## config.mk

```make
export PLATFORM = sky130hd
export DESIGN_NAME = dss_cdiv
export DESIGN_NICKNAME = d
export VERILOG_FILES = /design/src/hdl/damped_spring_step_assert.svh /design/src/hdl/dss_pkg.sv /design/src/hdl/dss_cdiv.sv
export SDC_FILE = /design/constraint.sdc
export NUM_CORES = 1
export LEC_CHECK = 0
export ABC_AREA = 1
export BUFFER_PORTS_ARGS = -buffer_cell sky130_fd_sc_hd__buf_4
export CAP_MARGIN = 20
export CORE_MARGIN = 5
export CORE_UTILIZATION = 55
export CTS_CLUSTER_SIZE = 40
export DETAILED_ROUTE_END_ITERATION = 12
export PLACE_DENSITY = 0.79
export SLEW_MARGIN = 25
export SYNTH_ARGS = -nofsm -noshare
export SYNTH_HDL_FRONTEND = slang
export SYNTH_SLANG_ARGS = --single-unit
```

## constraint.sdc

```tcl
create_clock -name clk_i -period 9.6 [get_ports clk_i]
set_input_delay 0.48 -clock clk_i [delete_from_list [all_inputs] [get_ports clk_i]]
set_output_delay 0.48 -clock clk_i [all_outputs]
set_load 0.005 [all_outputs]
```

## src/hdl/damped_spring_step_assert.svh

```systemverilog
// ----------------------------------------------------------------------------
// damped_spring_step assertion macros
// Concurrent checks clocked on clk_i and disabled while rst_ni is low.
// ----------------------------------------------------------------------------
`ifndef DAMPED_SPRING_STEP_ASSERT_SVH
`define DAMPED_SPRING_STEP_ASSERT_SVH

// Same-cycle implication
`define DSS_ASSERT_IMP(lbl, ante, cons) \
  lbl: assert property (@(posedge clk_i) disable iff (!rst_ni) (ante) |-> (cons)) \
    else $error("damped_spring_step: same-cycle check failed");

// Next-cycle implication
`define DSS_ASSERT_NXT(lbl, ante, cons) \
  lbl: assert property (@(posedge clk_i) disable iff (!rst_ni) (ante) |=> (cons)) \
    else $error("damped_spring_step: next-cycle check failed");

`endif

```

## src/hdl/dss_pkg.sv

```systemverilog
`timescale 1ns / 1ps
// ----------------------------------------------------------------------------
// dss_pkg
// Shared widths, codes and constant-divider tables for the damped spring step.
// ----------------------------------------------------------------------------
package dss_pkg;

  localparam int FRAC_BITS_DEF = 16;

  localparam int WORD_W    = 32;
  localparam int DIFF_W    = WORD_W + 1;
  localparam int PROD_W    = 2 * WORD_W;
  localparam int IN_DATA_W = 2 * WORD_W;
  localparam int CFG_IDX_W = 2;

  // Step term magnitudes saturate at 2^40
  localparam int STEP_CAP_LOG = 40;
  localparam int MAG_W        = STEP_CAP_LOG + 1;
  localparam int NEXT_W       = STEP_CAP_LOG + 3;
  localparam logic [MAG_W-1:0] STEP_CAP = {1'b1, {STEP_CAP_LOG{1'b0}}};

  // Constant divider: one byte of quotient per cycle
  localparam int DIGIT_W     = 8;
  localparam int DIV_W       = STEP_CAP_LOG + WORD_W;
  localparam int DIGITS      = DIV_W / DIGIT_W;
  localparam int DIV_CNT_W   = $clog2(DIGITS + 1);
  localparam int REM_W       = 9;
  localparam int DIGIT_V_W   = REM_W + DIGIT_W;
  localparam int RECIP_W     = 22;
  localparam int RECIP_SHIFT = 25;
  localparam int QPROD_W     = DIGIT_V_W + RECIP_W;

  localparam int SPRING_DIV = 10;
  localparam int STEP_DIV   = 300;
  localparam logic [RECIP_W-1:0] SPRING_RECIP =
    RECIP_W'(((1 << RECIP_SHIFT) + SPRING_DIV - 1) / SPRING_DIV);
  localparam logic [RECIP_W-1:0] STEP_RECIP =
    RECIP_W'(((1 << RECIP_SHIFT) + STEP_DIV - 1) / STEP_DIV);

  // Reset values in whole units, scaled by the fraction width at the top
  localparam int STIFF_RST_INT  = 1;
  localparam int FRIC_RST_INT   = 100;
  localparam int TARGET_RST_INT = 1;

  // Settled when |p - target| * SETTLE_DIV < 1.0 for both the current and previous p
  localparam int SETTLE_DIV = 5000;

  localparam logic [CFG_IDX_W-1:0] CFG_STIFFNESS = 2'd0;
  localparam logic [CFG_IDX_W-1:0] CFG_FRICTION  = 2'd1;
  localparam logic [CFG_IDX_W-1:0] CFG_TARGET    = 2'd2;

  localparam logic KIND_RESTART = 1'b0;
  localparam logic KIND_TICK    = 1'b1;

  typedef enum logic {
    DIV_BY_SPRING,
    DIV_BY_STEP
  } dss_div_e;

  typedef enum logic [3:0] {
    S_IDLE,
    S_MUL_K,
    S_DIV_K,
    S_WAIT_K,
    S_MUL_F,
    S_DAMP,
    S_FORCE,
    S_STEP_LO,
    S_STEP_HI,
    S_STEP_DIV,
    S_STEP_WAIT,
    S_NEXT,
    S_DONE
  } dss_state_e;

  function automatic logic [REM_W-1:0] div_divisor(dss_div_e sel);
    case (sel)
      DIV_BY_SPRING: return REM_W'(SPRING_DIV);
      default:       return REM_W'(STEP_DIV);
    endcase
  endfunction

  function automatic logic [RECIP_W-1:0] div_recip(dss_div_e sel);
    case (sel)
      DIV_BY_SPRING: return SPRING_RECIP;
      default:       return STEP_RECIP;
    endcase
  endfunction

endpackage

```

## src/hdl/dss_cdiv.sv

```systemverilog
`timescale 1ns / 1ps
// ----------------------------------------------------------------------------
// dss_cdiv
// Unsigned divide by a small constant (10 or 300), one quotient byte a cycle.
// ----------------------------------------------------------------------------
module dss_cdiv (
  input  logic                          clk_i,
  input  logic                          rst_ni,
  input  logic                          start_i,
  input  dss_pkg::dss_div_e             sel_i,
  input  logic [dss_pkg::DIV_W-1:0]     dividend_i,
  output logic [dss_pkg::DIV_W-1:0]     quotient_o,
  output logic                          done_o
);
  import dss_pkg::*;

  logic [DIV_W-1:0]     num_q, num_d;
  logic [REM_W-1:0]     rem_q, rem_d;
  logic [DIV_CNT_W-1:0] cnt_q, cnt_d;
  logic                 done_q, done_d;
  dss_div_e             sel_q;

  logic [DIGIT_V_W-1:0] part_v;
  logic [QPROD_W-1:0]   qprod;
  logic [DIGIT_W-1:0]   qdig;
  logic [DIGIT_V_W-1:0] rem_full;

  // Reciprocal estimate is exact for part_v below divisor * 256
  always_comb begin
    part_v   = {rem_q, num_q[DIV_W-1 -: DIGIT_W]};
    qprod    = QPROD_W'(part_v) * QPROD_W'(div_recip(sel_q));
    qdig     = qprod[RECIP_SHIFT +: DIGIT_W];
    rem_full = part_v - DIGIT_V_W'(qdig) * DIGIT_V_W'(div_divisor(sel_q));
  end

  always_comb begin
    num_d  = num_q;
    rem_d  = rem_q;
    cnt_d  = cnt_q;
    done_d = done_q;
    if (start_i) begin
      num_d  = dividend_i;
      rem_d  = '0;
      cnt_d  = DIV_CNT_W'(DIGITS);
      done_d = 1'b0;
    end else if (cnt_q != '0) begin
      // consume the top byte, shift the quotient byte in at the bottom
      num_d = {num_q[DIV_W-DIGIT_W-1:0], qdig};
      rem_d = rem_full[REM_W-1:0];
      cnt_d = cnt_q - DIV_CNT_W'(1);
      if (cnt_q == DIV_CNT_W'(1)) begin
        done_d = 1'b1;
      end
    end
  end

  always_ff @(posedge clk_i or negedge rst_ni) begin
    if (!rst_ni) begin
      cnt_q  <= '0;
      done_q <= 1'b0;
    end else begin
      cnt_q  <= cnt_d;
      done_q <= done_d;
    end
  end

  always_ff @(posedge clk_i) begin
    num_q <= num_d;
    rem_q <= rem_d;
    if (start_i) begin
      sel_q <= sel_i;
    end
  end

  assign quotient_o = num_q;
  assign done_o     = done_q;

endmodule
```

# [Word-level counts from Yosys, hierarchy flattened]
# Cells that the tools add are included.
[classes] add_sub_neg=2 multipliers=2 n_eq_ne=1 muxes=9 reduce_logical=4
[ops] operator="72-bit 2-to-1 mux" n=2
[ops] operator="17-bit by 22-bit multiplier with 33-bit output" n=1
[ops] operator="22-bit 2-to-1 mux" n=1
[ops] operator="8-bit by 9-bit multiplier with 9-bit output" n=1
[ops] operator="9-bit 2-to-1 mux" n=1
[ops] operator="9-bit subtractor" n=1
[ops] operator="4-bit 2-to-1 mux" n=2
[ops] operator="4-bit by 1-bit == test with 1-bit output (second input constant)" n=1
[ops] operator="2-bit nonzero test" n=2
[ops] operator="4-bit nonzero test" n=1
[ops] operator="4-bit by 1-bit subtractor with 4-bit output (second input constant)" n=1
[ops] operator="1-bit 2-to-1 mux" n=3
[ops] operator="2-bit AND reduction" n=1
[totals] ff_bits=87 inputBits=76 out_inout_bits=73 word_cells=23

# [Depth between registers and ports, before layout]
# Gate-level depths: netlist of run 1.
[logic_depth] depth_word=4 depth_mapped=59 depth_no_buf=57

# [Worst setup path after synthesis of run 1]
# Ideal clock, no wire load.
[synth_timing] kind="register to register" startpoint="reg sel_q" endpoint="reg rem_q[8]" setup_ns=0.113 t_arrival_ns=9.056 required_time_ns=9.487 setup_slack_ns=0.431 stages_incl_launch_ff=55 path_buffers=3 period_less_slack_ns=9.169 cell_sequence="edfxtp_1 buf_6 clkbuf_1 clkbuf_1 nand2_1 inv_1 fa_1 fa_1 inv_1 fa_1 inv_1 fa_1 fa_1 inv_1 fa_1 inv_1 ha_1 nand2_1 [19 not listed] nand2_1 inv_1 a21oi_1 nand3_1 nand2_1 nand2_1 nand2_1 inv_1 nand3_1 nand2_1 nand2_1 nand2_1 nand2_2 nand2_1 nand2_1 nand2_1 nand2_1 nand2_1"
[synth_between] elab_chain_len=4 elab_cells_between_ends=5 classes_between="add/sub (1); mul (2); mux (2)"
[synth_rtl] item="from (decl)" line_no="dss_cdiv.sv:21" source="dss_div_e sel_q;"
[synth_rtl] item="from (signal assigned)" line_no="dss_cdiv.sv:71" source="sel_q <= sel_i;"
[synth_rtl] item="22-bit 2-to-1 mux" line_no="dss_pkg.sv:84" source="case (sel)"
[synth_rtl] item="17-bit by 22-bit multiplier with 33-bit output" line_no="dss_cdiv.sv:31" source="qprod = QPROD_W'(part_v) * QPROD_W'(div_recip(sel_q));"
[synth_rtl] item="8-bit by 9-bit multiplier with 9-bit output *" line_no="dss_cdiv.sv:33" source="rem_full = part_v - DIGIT_V_W'(qdig) * DIGIT_V_W'(div_divisor(sel_q));"
[synth_rtl] item="9-bit subtractor *" line_no="dss_cdiv.sv:33"
[synth_rtl] item="to (signal assigned)" line_no="dss_cdiv.sv:69" source="rem_q <= rem_d;"
[synth_rtl] item="to (decl)" line_no="dss_cdiv.sv:18" source="logic [REM_W-1:0] rem_q, rem_d;"
# Every way passes the cells marked *; elsewhere a longest branch is shown, timed or not.
# A chain may end at the register's enable or synchronous reset.

# [Worst setup path in the final report of run 1]
# Ends and elaborated chain as after synthesis.

==> results of run 1 <==
-- through the flow --
step	setup WS (ns)	setup TNS, ns	hold WS [ns]	util (%)	instances
after floorplan	0.4314	0	0.1844	-	1524
after CTS	0.1812	0	0.2905	65.20	2010
after global placement	0.1535	0	0.2862	63.85	1992
after detailed placement	-0.01069	-0.01069	0.2881	63.85	1992
after global routing	-0.03758	-0.03758	0.2916	67.14	2025
final	0.4511	0	0.3019	67.14	2025
-- layout make-up --
cell class	instances	area share (%)
well taps	313	2.561
flip-flops and latches	87	16.35
clock inverters	7	0.4172
multi-input cells	995	58.46
inverters	411	10.13
clock buffers	9	1.473
repair buffers	203	10.61
-- per-layer routing --
metal | share of wire, % | wire length [um] | vias up
met3 | 8.8 | 3165 | 90
met2 | 47 | 17090 | 450
met5 | 0 | 0 | -
met1 | 40 | 14380 | 4902
li1 | - | - | 4839
met4 | 4.1 | 1487 | 0
-- layout by cell type (no fill, tap or decap), types with 14 or more instances in the layout --
master and instances:
a21oi_1 29, buf_4 192, conb_1 18, edfxtp_1 73, fa_1 190, ha_1 159, inv_1 395, nand2_1 393
nand2_2 14, nand3_1 28, nor2_1 59, o21ai_0 20
-- critical path: cells and delay by family (launching register included) --
family / cells / cell delay [ns]
buffers and inverters: 12 / 0.93
XOR/XNOR: 1 / 0.16
AO/OA/AOI/OAI: 3 / 0.52
adder cells (fa/ha/maj): 12 / 5.35
AND/OR/NAND/NOR: 23 / 1.67
flip-flops: 1 / 0.42
-- Yosys cell counts (all sizes together) --
cell,instances
ha,166
or2,2
nor3,5
a21oi,32
xnor2,4
o21ai,22
buf,1
fa,197
clkbuf,30
a31o,1
o211ai,1
clkinv,1
a21o,1
inv,410
dfrtp,5
nand3,30
o31ai,1
conb,2
edfxtp,73
o22ai,5
nand4,3
o21bai,3
o32ai,1
dfxtp,9
nor2,76
xor2,9
o21a,2
nand2,414
nand3b,2
-- worst paths after layout --
| check | to | slack, ns | from | depth (start not counted) |
|---|---|---|---|---|
| max reg2reg | rem_q[8]$_SDFFE_PP0P_ | 0.45 | sel_q$_DFFE_PP_ | 51 |
| min | sel_q$_DFFE_PP_ | 0.30 | sel_i | 1 |
| max in group asynchronous | cnt_q[0]$_DFFE_PN0P_ | 9.01 | rst_ni | 2 |
| min reg2reg | done_o$_DFFE_PN0P_ | 0.52 | done_o$_DFFE_PN0P_ | 1 |
| min in group asynchronous | cnt_q[2]$_DFFE_PN0P_ | 0.47 | rst_ni | 2 |
| max | rem_q[8]$_SDFFE_PP0P_ | 0.45 | sel_q$_DFFE_PP_ | 51 |
-- state kept, by name (all words and copies together), names as in the netlist --
signal,count
quotient_o,72
rem_q,9
cnt_q,4
done_o,1
sel_q,1
-- timing repair --
item,CTS,global route
gates cloned,0,5
setup buffers,1,10
resized for setup,0,76
pin swaps,0,12
hold buffers,1,0
setup endpoints to repair,1,1
hold endpoints to repair,5,0
-- logic make-up after synthesis --
logic type,count (synthesis),share of synthesized area (%)
AND/OR/NAND/NOR,532,16.33
buffers and inverters,442,13.03
adder cells (fa/ha/maj),363,47.02
flip-flops,87,19.50
AO/OA/AOI/OAI,69,3.000
XOR/XNOR,13,1.065
other,2,0.05864
==> flow_metrics.py, run 1 <==
metrics = {
    "layout": {
        "diodes": 0,
        "multi_input_area_um2": 8941,
        "drive_above_1_share_pct": 17.52,
        "ff_latch_area_um2": 2500,
        "syn_to_final_growth_pct": 19.42,
        "fin_area_um2": 15290,
        "nNetsFinal": 2146,
        "nFillCells": 1790,
    },
    "job": {
        "maxCapViolCount": 0,
    },
    "timing": {
        "slew_violations": 0,
        "worst_slew_pin_slew_ns": 0.7666,
        "setup_viol": 0,
        "fmax_mhz": 109.3,
        "layout_min_cycle_time_ns": 9.149,
        "finalClockSkew_ns": 0.01548,
        "period_share_pct": 95.30,
        "max_slew_margin_pct": 48.70,
        "hold_viol": 0,
    },
    "clock_tree": {
        "clk_path_buf_depth": 2,
        "clk_pin_slew_worst_paths_ns": 0.08,
        "numCtsBuffers": 9,
        "htree_num_levels": 3,
        "cts_sinks": 87,
        "root_buffer": "clkbuf_16",
        "cts_tree": "done",
        "clk_latency_ns": 0.36,
    },
    "placed_design": {
        "gp_congestion": 0.9831,
        "placed_cell_area_um2": 14540,
        "port_buffers": 148,
        "hpwlAfterDp_um": 30290,
    },
    "worst_setup_path": {
        "critPathMostFrequentCell": "nand2_1",
        "critPathMaxStageDelay_ns": 0.57,
        "required_ns": 9.86,
        "cp_slowest_cell": "fa_1",
        "worstPathArrival_ns": 9.41,
        "setup.worst_path.class": "reg -> reg",
        "cp-start-kind": "flop",
        "end_kind": "flop",
        "crit_path_max_fanout": 6,
    },
    "route": {
        "drt.antenna.violating_nets": 0,
        "wl_per_cell_um": 17.84,
        "num_vias": 10280,
        "firstDrtPassIters": 5,
        "drt_wl_total_um": 36120,
        "vias_per_cell": 5.077,
        "drt-initial-drc-count": 724,
        "drc": 0,
    },
    "global_route": {
        "grt.total_usage_pct": 27.24,
        "grtUsageMet1_pct": 35.29,
        "grt_overflow": 0,
        "met3_usage_pct": 6.808,
        "grt_pass1_wl_um": 56040,
        "antenna_found_initial": 0,
        "grt_busiest_layer": "met2",
        "use_met2_pct": 44.85,
        "grt_pass1_vias": 10760,
        "grt_max_degree": 71,
    },
    "floorplan": {
        "core.rowCount": 55,
        "die_w_um": 162.6,
        "dieArea_um2": 26440,
        "num_io_pins": 149,
        "fp.coreArea_um2": 22780,
        "die_h_um": 162.6,
        "start_util_pct": 56.22,
    },
    "synth": {
        "synth_top_cell_by_area": "fa_1",
        "ys_seq_area_share_pct": 19.50,
        "postSynthCellCount": 1508,
        "synth.avg_cell_area_um2": 8.492,
        "ys_ff_latch": 87,
        "synth_top_area_share_pct": 30.80,
        "yosysUniqueCellTypes": 36,
        "synth.area.top_cells": "fa_1 (31%), edfxtp_1 (17%), ha_1 (16%), nand2_1 (12%), inv_1 (12%)",
        "synth_area_um2": 12810,
        "yosys_warnings": 0,
    },
    "outcome": {
        "status": "completed",
    },
    "hold_path": {
        "hold_path_class": "in -> reg",
    },
}
Power of run 1 is left out: the tool's default activity adds up to more than one toggle a clock period on the data nets, which glitch-free logic cannot reach.
==> inputs of run 2 (changes only) <==
- RECOVER_POWER: not set -> 50
==> run 2 against run 1 <==
  * The run now ends with max-capacitance violations, max-slew violations left
  * Global-route usage is the same
  * Routed wire length is 0.59% lower
  * Critical path type unchanged
  * Utilization shrank 0.51 points
  * Critical endpoint unchanged
  * Register-to-register slack barely moved
  * Count of clock-buffer cells in the layout unchanged
==> flow_metrics.py, run 2 (same netlist as run 1, synthesis figures left out) <==
metrics = {
    "route": {
        "num_vias": 10280,
        "vias_per_cell": 5.074,
        "drt_wl_total_um": 35910,
        "wl_per_cell_um": 17.73,
        "drt.antenna.violating_nets": 0,
        "firstDrtPassIters": 5,
        "drt-initial-drc-count": 720,
        "drc": 0,
    },
    "global_route": {
        "grt_overflow": 0,
        "antenna_found_initial": 0,
        "grt.total_usage_pct": 27.24,
        "grt_pass1_vias": 10760,
        "grt_pass1_wl_um": 56040,
        "grt_max_degree": 71,
    },
    "worst_setup_path": {
        "end_kind": "flop",
        "critPathMaxStageDelay_ns": 0.55,
        "critPathMostFrequentCell": "nand2_1",
        "cp-start-kind": "flop",
        "required_ns": 9.86,
        "worstPathArrival_ns": 9.40,
        "setup.worst_path.class": "reg -> reg",
        "r2r_setup_slack_ns": 0.46,
        "crit_path_max_fanout": 6,
        "reg2regPathDepth": 54,
        "crit_path_start": "sel_q$_DFFE_PP_",
        "timing.rr.start": "sel_q$_DFFE_PP_",
        "cp_slowest_cell": "fa_1",
        "r2r-end": "rem_q[8]$_SDFFE_PP0P_",
    },
    "timing": {
        "max_slew_margin_pct": -93.45,
        "period_share_pct": 95.26,
        "fin_ws_ns": 0.4550,
        "fmax_mhz": 109.4,
        "finalClockSkew_ns": 0.01516,
        "setup_viol": 0,
        "layout_min_cycle_time_ns": 9.145,
        "worst_slew_pin_slew_ns": 2.902,
        "slew_violations": 71,
        "hold_viol": 0,
    },
    "clock_tree": {
        "clk_latency_ns": 0.36,
        "numCtsBuffers": 9,
        "clk_pin_slew_worst_paths_ns": 0.08,
        "clk_path_buf_depth": 2,
        "cts_tree": "done",
        "root_buffer": "clkbuf_16",
        "htree_num_levels": 3,
        "cts_sinks": 87,
    },
    "layout": {
        "nNetsFinal": 2146,
        "layout_common_cells": "inv_1 (396), nand2_1 (393), fa_1 (190)",
        "final_cells": 2025,
        "diodes": 0,
        "syn_to_final_growth_pct": 18.52,
        "layout_commonest_cell": "inv_1",
        "largest_reg_flops": 72,
        "nFillCells": 1819,
        "drive_above_1_share_pct": 15.65,
    },
    "floorplan": {
        "die_w_um": 162.6,
        "die_h_um": 162.6,
        "core.rowCount": 55,
        "num_io_pins": 149,
        "fp.coreArea_um2": 22780,
        "start_util_pct": 56.22,
        "dieArea_um2": 26440,
    },
    "placed_design": {
        "hpwlAfterDp_um": 30290,
        "port_buffers": 148,
        "gp_congestion": 0.9831,
        "dp_slack_ns": -0.01069,
        "dp.cells": 1992,
    },
    "outcome": {
        "status": "finished, violations left",
        "violations": "max-capacitance violations, max-slew violations",
    },
    "hold_path": {
        "hold_path_class": "in -> reg",
        "worstHoldStart": "sel_i",
        "holdPathStages": 1,
        "whs_endpoint": "sel_q$_DFFE_PP_",
    },
    "job": {
        "maxCapViolCount": 1,
    },
}
-- run 2: cell types whose count changed in the layout (fill, tap and decap cells not counted), sizes merged --
cell | before | now
buf | 199 | 126
clkbuf | 12 | 85
-- run 2: layout make-up --
type                    count  area [um^2]  area share (%)
clock buffers               9        225.2           1.484
inverters                 411         1549           10.21
clock inverters             7        63.81          0.4204
multi-input cells         995         8941           58.91
flip-flops and latches     87         2500           16.47
repair buffers            203         1506           9.926
well taps                 313        391.6           2.580
-- run 2: stage by stage --
stage          hold slack, ns  setup TNS [ns]  cell area, um^2  utilization [%]
6_report               0.3248               0            15180            66.63
5_1_grt                0.3136        -0.03753            15180            66.63
4_1_cts                0.2905               0            14850            65.20
3_5_place_dp           0.2881        -0.01069            14540            63.85
3_3_place_gp           0.2862               0            14540            63.85
2_1_floorplan          0.1844               0            12870                -
-- run 2: worst max-delay path by stage --
stage	to	slack (ns)
floorplan	rem_q[8]$_SDFFE_PP0P_	0.43
global placement	rem_q[8]$_SDFFE_PP0P_	0.15
detailed placement	rem_q[8]$_SDFFE_PP0P_	-0.01
CTS	rem_q[8]$_SDFFE_PP0P_	0.18
global route	rem_q[8]$_SDFFE_PP0P_	-0.04
finish	rem_q[8]$_SDFFE_PP0P_	0.46
-- run 2: timing repair --
item                       4_1_cts  5_1_grt
hold endpoints to repair         5        0
setup endpoints to repair        1        1
cloned                           0        5
gates resized for setup          0       76
hold buffers                     1        0
pin swaps                        0       12
setup buffers                    1       10
-- run 2: worst max-delay path: cells and delay by family, from the launching register on --
kind	cells	cell delay, ns
AO/OA/AOI/OAI	3	0.42
AND/OR/NAND/NOR	24	1.72
flip-flops	1	0.42
buffers and inverters	14	1.02
XOR/XNOR	1	0.16
adder cells (fa/ha/maj)	12	5.32
-- run 2: layer usage --
metal  GRT usage (%)  part of all wire, %
met4           9.607                  4.2
met1           35.29                   39
met3           6.808                  9.7
met2           44.85                   47
met5               0                    0
Power of run 2 is left out for the same reason.
